===== src/rtl/core/u8vd_pkg.sv =====
// Package with the error codes, result layout and printable rule of the UTF-8 validating decoder.
package u8vd_pkg;

	localparam int unsigned CpW  = 21;
	localparam int unsigned ErrW = 3;

	localparam logic [ErrW-1:0] ERR_NONE      = 3'd0;
	localparam logic [ErrW-1:0] ERR_BAD_LEAD  = 3'd1;
	localparam logic [ErrW-1:0] ERR_BAD_CONT  = 3'd2;
	localparam logic [ErrW-1:0] ERR_SURROGATE = 3'd3;
	localparam logic [ErrW-1:0] ERR_TRUNCATED = 3'd4;

	typedef struct packed {
		logic            string_valid;
		logic [ErrW-1:0] error_code;
		logic            printable;
		logic [CpW-1:0]  code_point;
	} result_t;

	function automatic logic is_printable(input logic [CpW-1:0] cp);
		logic p;
		p = 1'b1;
		if (cp <= 21'h1F || cp == 21'h7F) p = 1'b0;
		if (cp >= 21'h80 && cp <= 21'h9F) p = 1'b0;
		if (cp == 21'h2028 || cp == 21'h2029) p = 1'b0;
		if (cp == 21'h200E || cp == 21'h200F) p = 1'b0;
		if (cp >= 21'h202A && cp <= 21'h202E) p = 1'b0;
		if (cp >= 21'hFFF9 && cp <= 21'hFFFF) p = 1'b0;
		return p;
	endfunction

endpackage


===== src/rtl/core/utf8_validate_decode_unit.sv =====
// UTF-8 validating decoder that takes one byte per transaction and returns code points.
// An accepted byte is held in the input register, then its result in the result register behind m_tvalid.
// Throughput: one byte per cycle; a stalled output holds the input register, and s_tready drops.
// The input register and the result register form two stages; m_tready reaches s_tready directly.
// Reset (arst_n low) clears the decoder state and both valid flags at once.
// A string is closed by its last byte, after which all decoder state returns to reset.
module utf8_validate_decode_unit
	import u8vd_pkg::*;
(
	input  logic        clk,
	input  logic        arst_n,
	input  logic        s_tvalid,
	output logic        s_tready,
	input  logic [7:0]  s_tdata,   // [7:0] data_byte
	input  logic        s_tlast,   // last_byte
	output logic        m_tvalid,
	input  logic        m_tready,
	output logic [31:0] m_tdata,   // [20:0] code_point, [21] printable, [24:22] error_code,
	                               // [25] string_valid, [31:26] zero
	output logic        m_tlast    // end_of_string
);

	logic        valid_s1;
	logic [7:0]  byte_s1;
	logic        last_s1;
	logic        fire_s1;

	logic [1:0]      pend_q;
	logic [CpW-1:0]  partial_q;
	logic            lead_ed_q;
	logic            first_cont_q;
	logic            err_latched_q;

	logic [1:0]      pend_d;
	logic [CpW-1:0]  partial_d;
	logic            lead_ed_d;
	logic            first_cont_d;
	logic            err_latched_d;

	logic [ErrW-1:0] err_c;
	logic [CpW-1:0]  cp_c;
	logic            done_c;
	logic            emit_c;
	result_t         res_c;

	logic            out_valid_q;
	result_t         out_q;
	logic            out_last_q;

	assign fire_s1  = valid_s1 && (!out_valid_q || m_tready);
	assign s_tready = !valid_s1 || fire_s1;

	always_ff @(posedge clk or negedge arst_n) begin
		if (!arst_n) begin
			valid_s1 <= 1'b0;
		end else if (s_tready) begin
			valid_s1 <= s_tvalid;
		end
	end

	always_ff @(posedge clk) begin
		if (s_tvalid && s_tready) begin
			byte_s1 <= s_tdata;
			last_s1 <= s_tlast;
		end
	end

	always_comb begin
		pend_d        = pend_q;
		partial_d     = partial_q;
		lead_ed_d     = lead_ed_q;
		first_cont_d  = first_cont_q;
		err_latched_d = err_latched_q;
		err_c         = ERR_NONE;
		cp_c          = '0;
		done_c        = 1'b0;
		emit_c        = 1'b0;
		res_c         = '0;

		if (!err_latched_q) begin
			if (pend_q == 2'd0) begin
				if (byte_s1[7] == 1'b0) begin
					cp_c   = {13'd0, byte_s1};
					done_c = 1'b1;
				end else if (byte_s1[7:5] == 3'b110) begin
					pend_d    = 2'd1;
					partial_d = {16'd0, byte_s1[4:0]};
				end else if (byte_s1[7:4] == 4'b1110) begin
					pend_d    = 2'd2;
					partial_d = {17'd0, byte_s1[3:0]};
				end else if (byte_s1[7:3] == 5'b11110) begin
					pend_d    = 2'd3;
					partial_d = {18'd0, byte_s1[2:0]};
				end else begin
					err_c = ERR_BAD_LEAD;
				end
				lead_ed_d    = (byte_s1 == 8'hED);
				first_cont_d = (pend_d != 2'd0);
			end else begin
				if (lead_ed_q && first_cont_q && byte_s1[7:5] == 3'b101) begin
					err_c = ERR_SURROGATE;
				end else if (byte_s1[7:6] != 2'b10) begin
					err_c = ERR_BAD_CONT;
				end else begin
					partial_d    = {partial_q[CpW-7:0], byte_s1[5:0]};
					pend_d       = pend_q - 2'd1;
					first_cont_d = 1'b0;
					if (pend_d == 2'd0) begin
						cp_c   = partial_d;
						done_c = 1'b1;
					end
				end
			end
			if (err_c == ERR_NONE && last_s1 && pend_d != 2'd0) begin
				err_c = ERR_TRUNCATED;
			end
		end

		if (err_c != ERR_NONE) begin
			err_latched_d    = 1'b1;
			pend_d           = 2'd0;
			partial_d        = '0;
			emit_c           = 1'b1;
			res_c.error_code = err_c;
		end else if (done_c) begin
			partial_d          = '0;
			emit_c             = 1'b1;
			res_c.code_point   = cp_c;
			res_c.printable    = is_printable(cp_c);
			res_c.string_valid = last_s1;
		end else if (last_s1) begin
			emit_c             = 1'b1;
			res_c.string_valid = !err_latched_q;
		end

		if (last_s1) begin
			pend_d        = 2'd0;
			partial_d     = '0;
			lead_ed_d     = 1'b0;
			first_cont_d  = 1'b0;
			err_latched_d = 1'b0;
		end
	end

	always_ff @(posedge clk or negedge arst_n) begin
		if (!arst_n) begin
			pend_q        <= 2'd0;
			partial_q     <= '0;
			lead_ed_q     <= 1'b0;
			first_cont_q  <= 1'b0;
			err_latched_q <= 1'b0;
		end else if (fire_s1) begin
			pend_q        <= pend_d;
			partial_q     <= partial_d;
			lead_ed_q     <= lead_ed_d;
			first_cont_q  <= first_cont_d;
			err_latched_q <= err_latched_d;
		end
	end

	always_ff @(posedge clk or negedge arst_n) begin
		if (!arst_n) begin
			out_valid_q <= 1'b0;
		end else if (fire_s1) begin
			out_valid_q <= emit_c;
		end else if (m_tready) begin
			out_valid_q <= 1'b0;
		end
	end

	always_ff @(posedge clk) begin
		if (fire_s1 && emit_c) begin
			out_q      <= res_c;
			out_last_q <= last_s1;
		end
	end

	assign m_tvalid = out_valid_q;
	assign m_tdata  = {6'd0, out_q};
	assign m_tlast  = out_last_q;

`ifndef SYNTHESIS
	a_err_zero_cp: assert property (@(posedge clk) disable iff (!arst_n)
		(m_tvalid && out_q.error_code != ERR_NONE) |-> (out_q.code_point == '0 && !out_q.string_valid))
		else $error("Error transaction carries a code point or a valid string flag.");

	a_valid_needs_last: assert property (@(posedge clk) disable iff (!arst_n)
		(m_tvalid && out_q.string_valid) |-> m_tlast)
		else $error("String valid flag set on a transaction that does not end the string.");

	a_err_sticky: assert property (@(posedge clk) disable iff (!arst_n)
		(fire_s1 && err_latched_q && !last_s1) |=> (err_latched_q && pend_q == 2'd0))
		else $error("Latched error cleared before the last byte of the string.");

	a_last_clears: assert property (@(posedge clk) disable iff (!arst_n)
		(fire_s1 && last_s1) |=> (!err_latched_q && pend_q == 2'd0 && partial_q == '0))
		else $error("Decoder state not cleared after the last byte of the string.");
`endif

endmodule


===== config.mk =====
export PLATFORM = sky130hd
export DESIGN_NAME = utf8_validate_decode_unit
export DESIGN_NICKNAME = d
export VERILOG_FILES = /design/src/rtl/core/u8vd_pkg.sv /design/src/rtl/core/utf8_validate_decode_unit.sv
export SDC_FILE = /design/constraint.sdc
export NUM_CORES = 1
export LEC_CHECK = 0
export BUFFER_PORTS_ARGS = -buffer_cell sky130_fd_sc_hd__buf_2
export CORE_MARGIN = 2
export CORE_UTILIZATION = 33
export DETAILED_ROUTE_END_ITERATION = 8
export PLACE_DENSITY = 0.62
export SKIP_CTS_REPAIR_TIMING = 1
export SLEW_MARGIN = 20
export SYNTH_ARGS = -nofsm -noshare
export SYNTH_HDL_FRONTEND = slang
export SYNTH_SLANG_ARGS = --single-unit

===== constraint.sdc =====
create_clock -name clk -period 6.4 [get_ports clk]
set_input_delay 1.28 -clock clk [delete_from_list [all_inputs] [get_ports clk]]
set_output_delay 1.28 -clock clk [all_outputs]
set_load 0.01 [all_outputs]

; ---- After elaboration in Yosys (flattened, before gate mapping)
; Cells that the tools add are included.
[totals]
regBits = 58
elab_cells = 141
in_bits = 13
out_inout_bits = 35
[op_classes]
reduce_logical = 34
eq_ne = 20
n_bitwise = 1
magnitude_cmp = 7
addsub = 1
mux = 64
[ops]
columns = op, n
row1 = $mux W15, 11
row2 = $mux W21, 5
row3 = $eq A21 B14 Y1 const B, 4
row4 = $mux W2, 15
row5 = $mux W1, 28
row6 = $eq A21 B7 Y1 const B, 1
row7 = $ge A21 B14 Y1 const B, 1
row8 = $ge A21 B16 Y1 const B, 1
row9 = $ge A21 B8 Y1 const B, 1
row10 = $le A21 B14 Y1 const B, 1
row11 = $le A21 B16 Y1 const B, 1
row12 = $le A21 B5 Y1 const B, 1
row13 = $le A21 B8 Y1 const B, 1
row14 = $ne A5 B4 Y1 const B, 3
row15 = $mux W3, 4
row16 = $logic_and A1 B1 Y1, 10
row17 = $reduce_bool A2 Y1, 5
row18 = $eq A8 B8 Y1 const B, 1
row19 = $mux W7, 1
row20 = $ne A7 B3 Y1 const B, 1
row21 = $reduce_or A7 Y1, 1
row22 = $eq A3 B3 Y1 const B, 2
row23 = $ne A3 B3 Y1 const B, 2
row24 = $reduce_and A6 Y1, 1
row25 = other kinds (16), 25

; ---- Depth between registers and ports, before layout
[logic_depth]
word_depth = 16
depth_mapped = 10
mapped_depth_nobuf = 8

; ---- Worst setup path before layout
; No wires, ideal clock.
[synth_timing]
kind = flip-flop to flip-flop
from = register pend_q[0]
to = register out_q, in the netlist m_tdata[0] (enable)
t_arrival_ns = 2.760
stages_incl_launch_ff = 11
n_path_buf = 2
slack_ns = 3.229
setup_time_ns = 0.411
required_ns = 5.989
synth_period_minus_slack_ns = 3.171
path_cell_list = dfrtp_1 > inv_1 > ha_1 > buf_2 > buf_2 > nand2_1 > a21oi_1 > o21ba_2 > o21bai_1 > nor2_1 > nor2_1
[synth_via]
elab_chain_len = 15
word_cells_on_any_way = 30
cone_classes = add/sub (1) / mux (21) / reduce/logical (8)
[synth_rtl]
columns = element, line
row1 = from (decl), utf8_validate_decode_unit.sv:28  ; logic [1:0] pend_q;
row2 = from (signal assigned), utf8_validate_decode_unit.sv:153  ; pend_q <= pend_d;
row3 = $mux W2, utf8_validate_decode_unit.sv:91  ; end else if (byte_s1[7:3] == 5'b11110) begin
row4 = $mux W2, utf8_validate_decode_unit.sv:88  ; end else if (byte_s1[7:4] == 4'b1110) begin
row5 = $mux W2, utf8_validate_decode_unit.sv:85  ; end else if (byte_s1[7:5] == 3'b110) begin
row6 = $mux W2, utf8_validate_decode_unit.sv:82  ; if (byte_s1[7] == 1'b0) begin
row7 = $mux W2, utf8_validate_decode_unit.sv:81  ; if (pend_q == 2'd0) begin
row8 = $mux W2, utf8_validate_decode_unit.sv:80  ; if (!err_latched_q) begin
row9 = $mux W2, utf8_validate_decode_unit.sv:81
row10 = $mux W2, utf8_validate_decode_unit.sv:80
row11 = $reduce_bool A2 Y1, utf8_validate_decode_unit.sv:114  ; if (err_c == ERR_NONE && last_s1 && pend_d != 2'd0) begin
row12 = $logic_and A1 B1 Y1, utf8_validate_decode_unit.sv:114
row13 = $mux W3, utf8_validate_decode_unit.sv:114
row14 = $mux W3, utf8_validate_decode_unit.sv:80
row15 = $reduce_bool A3 Y1, utf8_validate_decode_unit.sv:119  ; if (err_c != ERR_NONE) begin
row16 = $mux W1 (*), utf8_validate_decode_unit.sv:119
row17 = $logic_and A1 B1 Y1 (*), utf8_validate_decode_unit.sv:172  ; if (fire_s1 && emit_c) begin
row18 = to (signal assigned), utf8_validate_decode_unit.sv:173  ; out_q <= res_c;
row19 = to (decl), utf8_validate_decode_unit.sv:47  ; result_t out_q;
; Mark *: on every way between the ends. The rest lies on a longest branch, timed or not. The select of a mux whose other input is x is not followed.
; A chain may end at the register's enable or synchronous reset.

; ---- Final worst setup path
[layout_timing]
from = input m_tready
to = output s_tready
[layout_via]
elab_chain_len = 3
[layout_rtl]
columns = element, line
row1 = from (decl), utf8_validate_decode_unit.sv:17  ; input logic m_tready,
row2 = $logic_or A1 B1 Y1, utf8_validate_decode_unit.sv:50  ; assign fire_s1 = valid_s1 && (!out_valid_q || m_tready);
row3 = $logic_and A1 B1 Y1, utf8_validate_decode_unit.sv:50
row4 = $logic_or A1 B1 Y1, utf8_validate_decode_unit.sv:51  ; assign s_tready = !valid_s1 || fire_s1;
row5 = to (decl), utf8_validate_decode_unit.sv:13  ; output logic s_tready,
; No other way between the ends.

==> impl_metrics.yaml <==
yosys:
  yosys-top-cells-area: "edfxtp_1 40%, dfrtp_1 20%, and2_1 4.4%"
  seq_area_frac_synth_pct: 60.06
  synth_area_per_cell_sq_um: 11.76
  synth_top_area_share_pct: 39.80
  synth_area_leader_cell: "edfxtp_1"
  synth.ff_latch_count: 58
  synth-main-ff-cell: "edfxtp_1"
  synth_cell_types: 50
  synth_edf_count: 36
  syn_area_sq_um: 2716
  synth_top_cells_by_count: "36 x edfxtp_1, 22 x dfrtp_1, 19 x and2_1"
  async_flop_share_pct: 37.93
  ys.warnings.count: 0
  synth_cells: 231
  yosys.cell_count.top_type: "edfxtp_1"
finish:
  finalNonFillerCells: 384
  antenna_cells: 0
  multi_input_comb_area_sq_um: 999.7
  register_area_sq_um: 1632
  area_growth_pct: 19.12
  fin_area_sq_um: 3236
  n_fill_cell: 820
  fin_nets: 290
  utilization_pct: 39.98
  final_layout_size_suffix_gt1_share_pct: 22.58
clock_tree:
  htreeDepth: 3
  cts_inserted_buffers: 9
  clkTransAtPathRegs_ns: 0.06
  clock_latency_ns: 0.34
  root_buffer: "clkbuf_8"
  cts.path.max_buffers: 2
  cts_tree: "built"
  cts.sinks: 58
sta:
  fmax_mhz: 334.3
  rsz0062_at_grt: "no"
  tightest_slew_ns: 0.8576
  hold_viol_final: 0
  fin_hold_ws_ns: 0.5045
  tns_ns: 0
  period_needed_ns: 2.991
  fin_crit_sh_pct: 46.74
  maxSlewViolCount: 0
  finalSetupViolCount: 0
  skew_ns: 0.01069
  max-slew-margin-rel_pct: 42.30
route:
  totalWireLength_microns: 5524
  wl_per_cell_microns: 14.39
  wl_met2_microns: 2459
  ant_nets: 0
  routed.top_layer: "met4"
  via_per_inst: 5.086
  drtIter0Drc: 164
  wl_met3_microns: 347
  m1WireLength_microns: 2583
  vias: 1953
  drc_errors: 0
  dr.pass1.iters: 4
floorplanning:
  rows: 33
  die-area_sq_um: 8973
  top_level_ports: 48
  die-height_microns: 94.73
  die_w_microns: 94.73
  coreArea_sq_um: 8093
  start_util_pct: 33.57
power:
  powerDensity_nw_per_um2: 387.9
  power_frac_seq_pct: 42.9
  p_leak_nw: 1.344
  switching_share_pct: 32.04
  pwr-share-clk_pct: 31.7
  switching_power_uw: 402.1
  p_int_uw: 853.1
  p_comb_share_pct: 25.4
  irDropWorstVdd_mv: 0.1580
place:
  gp_congestion: 0.8678
  placedInstanceArea_sq_um: 3005
  place_hpwl_microns: 3861
  dp_cells: 369
  io_buffers: 41
global_route:
  overflow: 0
  grt_pass1_vias: 1824
  grt_max_degree: 28
  grt_usage_pct: 13.85
  grt_pass1_wl_microns: 9280
  antenna_found_initial: 0
worst_hold_path:
  min_path_type: "reg2reg"
critical_path:
  crit_arrival_ns: 1.71
  crit_path_end_kind: "primary output"
  critical_path_class: "in2out"
  required_ns: 5.12
  start_kind: "input pin"
  cp_max_fo: 3
  r2r_setup_slack_ns: 3.47
job:
  maxCapViolCount: 0
run_status:
  status: "finished clean"
## worst max-delay path, cell delays in order
cell	delay [ns]
buf_2	0.10
nand3b_1	0.17
buf_2	0.16
## logic make-up after synthesis
kind of cell	after synthesis	share of synthesized area, %
buffers and inverters	21	3.915
adder cells (fa/ha/maj)	2	0.9211
flip-flops	58	60.06
AO/OA/AOI/OAI	51	14.00
AND/OR/NAND/NOR	95	19.85
other	1	0.1381
multiplexers	3	1.106
## final timing paths
kind	startpoint	end	depth (start not counted)
min in group asynchronous	arst_n	valid_s1	1
setup / recovery	m_tready	s_tready	3
max in group asynchronous	arst_n	partial_q[5]	1
setup reg to reg	pend_q[0]	m_tdata[16]	7
hold / removal	first_cont_q	first_cont_q	2
hold reg to reg	first_cont_q	first_cont_q	2
## layout by cell type (no fill, tap or decap), types with 3 or more instances in the layout
cell	synthesis	routed
buf_2	3	41
edfxtp_1	36	36
dfrtp_1	22	22
and2_1	19	19
nand2_1	17	17
nor2_1	16	15
a22o_1	13	13
clkbuf_8	0	9
nor3_1	8	8
o21ai_0	8	8
a21oi_1	7	7
inv_1	6	6
conb_1	1	6
and3_1	5	5
nand3_1	5	5
o31ai_1	4	4
nor4_1	4	4
nand2b_1	3	3
mux2i_1	3	3
nor2b_1	3	3
bufinv_16	0	3
## through the flow
stage,setup slack (ns),power (mW)
floorplan,3.229,0.7636
global placement,3.423,0.8620
detailed placement,3.407,0.8660
CTS,3.404,1.266
global route,3.134,1.337
finish,3.409,1.255
## sequential cells by signal, indices dropped and copies added (netlist names)
signal	count
m_tdata	26
first_cont_q	1
err_latched_q	1
m_tvalid	1
last_s1	1
lead_ed_q	1
pend_q	2
byte_s1	8
valid_s1	1
partial_q	15
m_tlast	1
## per-layer routing
layer | vias to the layer above | GRT usage [%]
met5 | - | 0
met1 | 927 | 18.95
li1 | 947 | -
met3 | 14 | 3.751
met2 | 65 | 19.74
met4 | 0 | 7.850
## final cells by class
cell class,count,share of cell area (%)
Tap cell,105,4.060
Clock buffer,9,3.828
Multi-Input combinational cell,157,30.90
Timing Repair Buffer,43,6.806
Inverter,6,0.6961
Sequential cell,58,50.43
Clock inverter,6,3.287
## power by group through the flow
stage	logic, mW	registers, mW	clock network [mW]
after floorplan	0.218	0.546	0
after global placement	0.317	0.545	0
after detailed placement	0.320	0.546	0
after CTS	0.322	0.539	0.405
after global routing	0.364	0.547	0.426
final	0.319	0.539	0.397
Power figures use the tool's default switching activity.
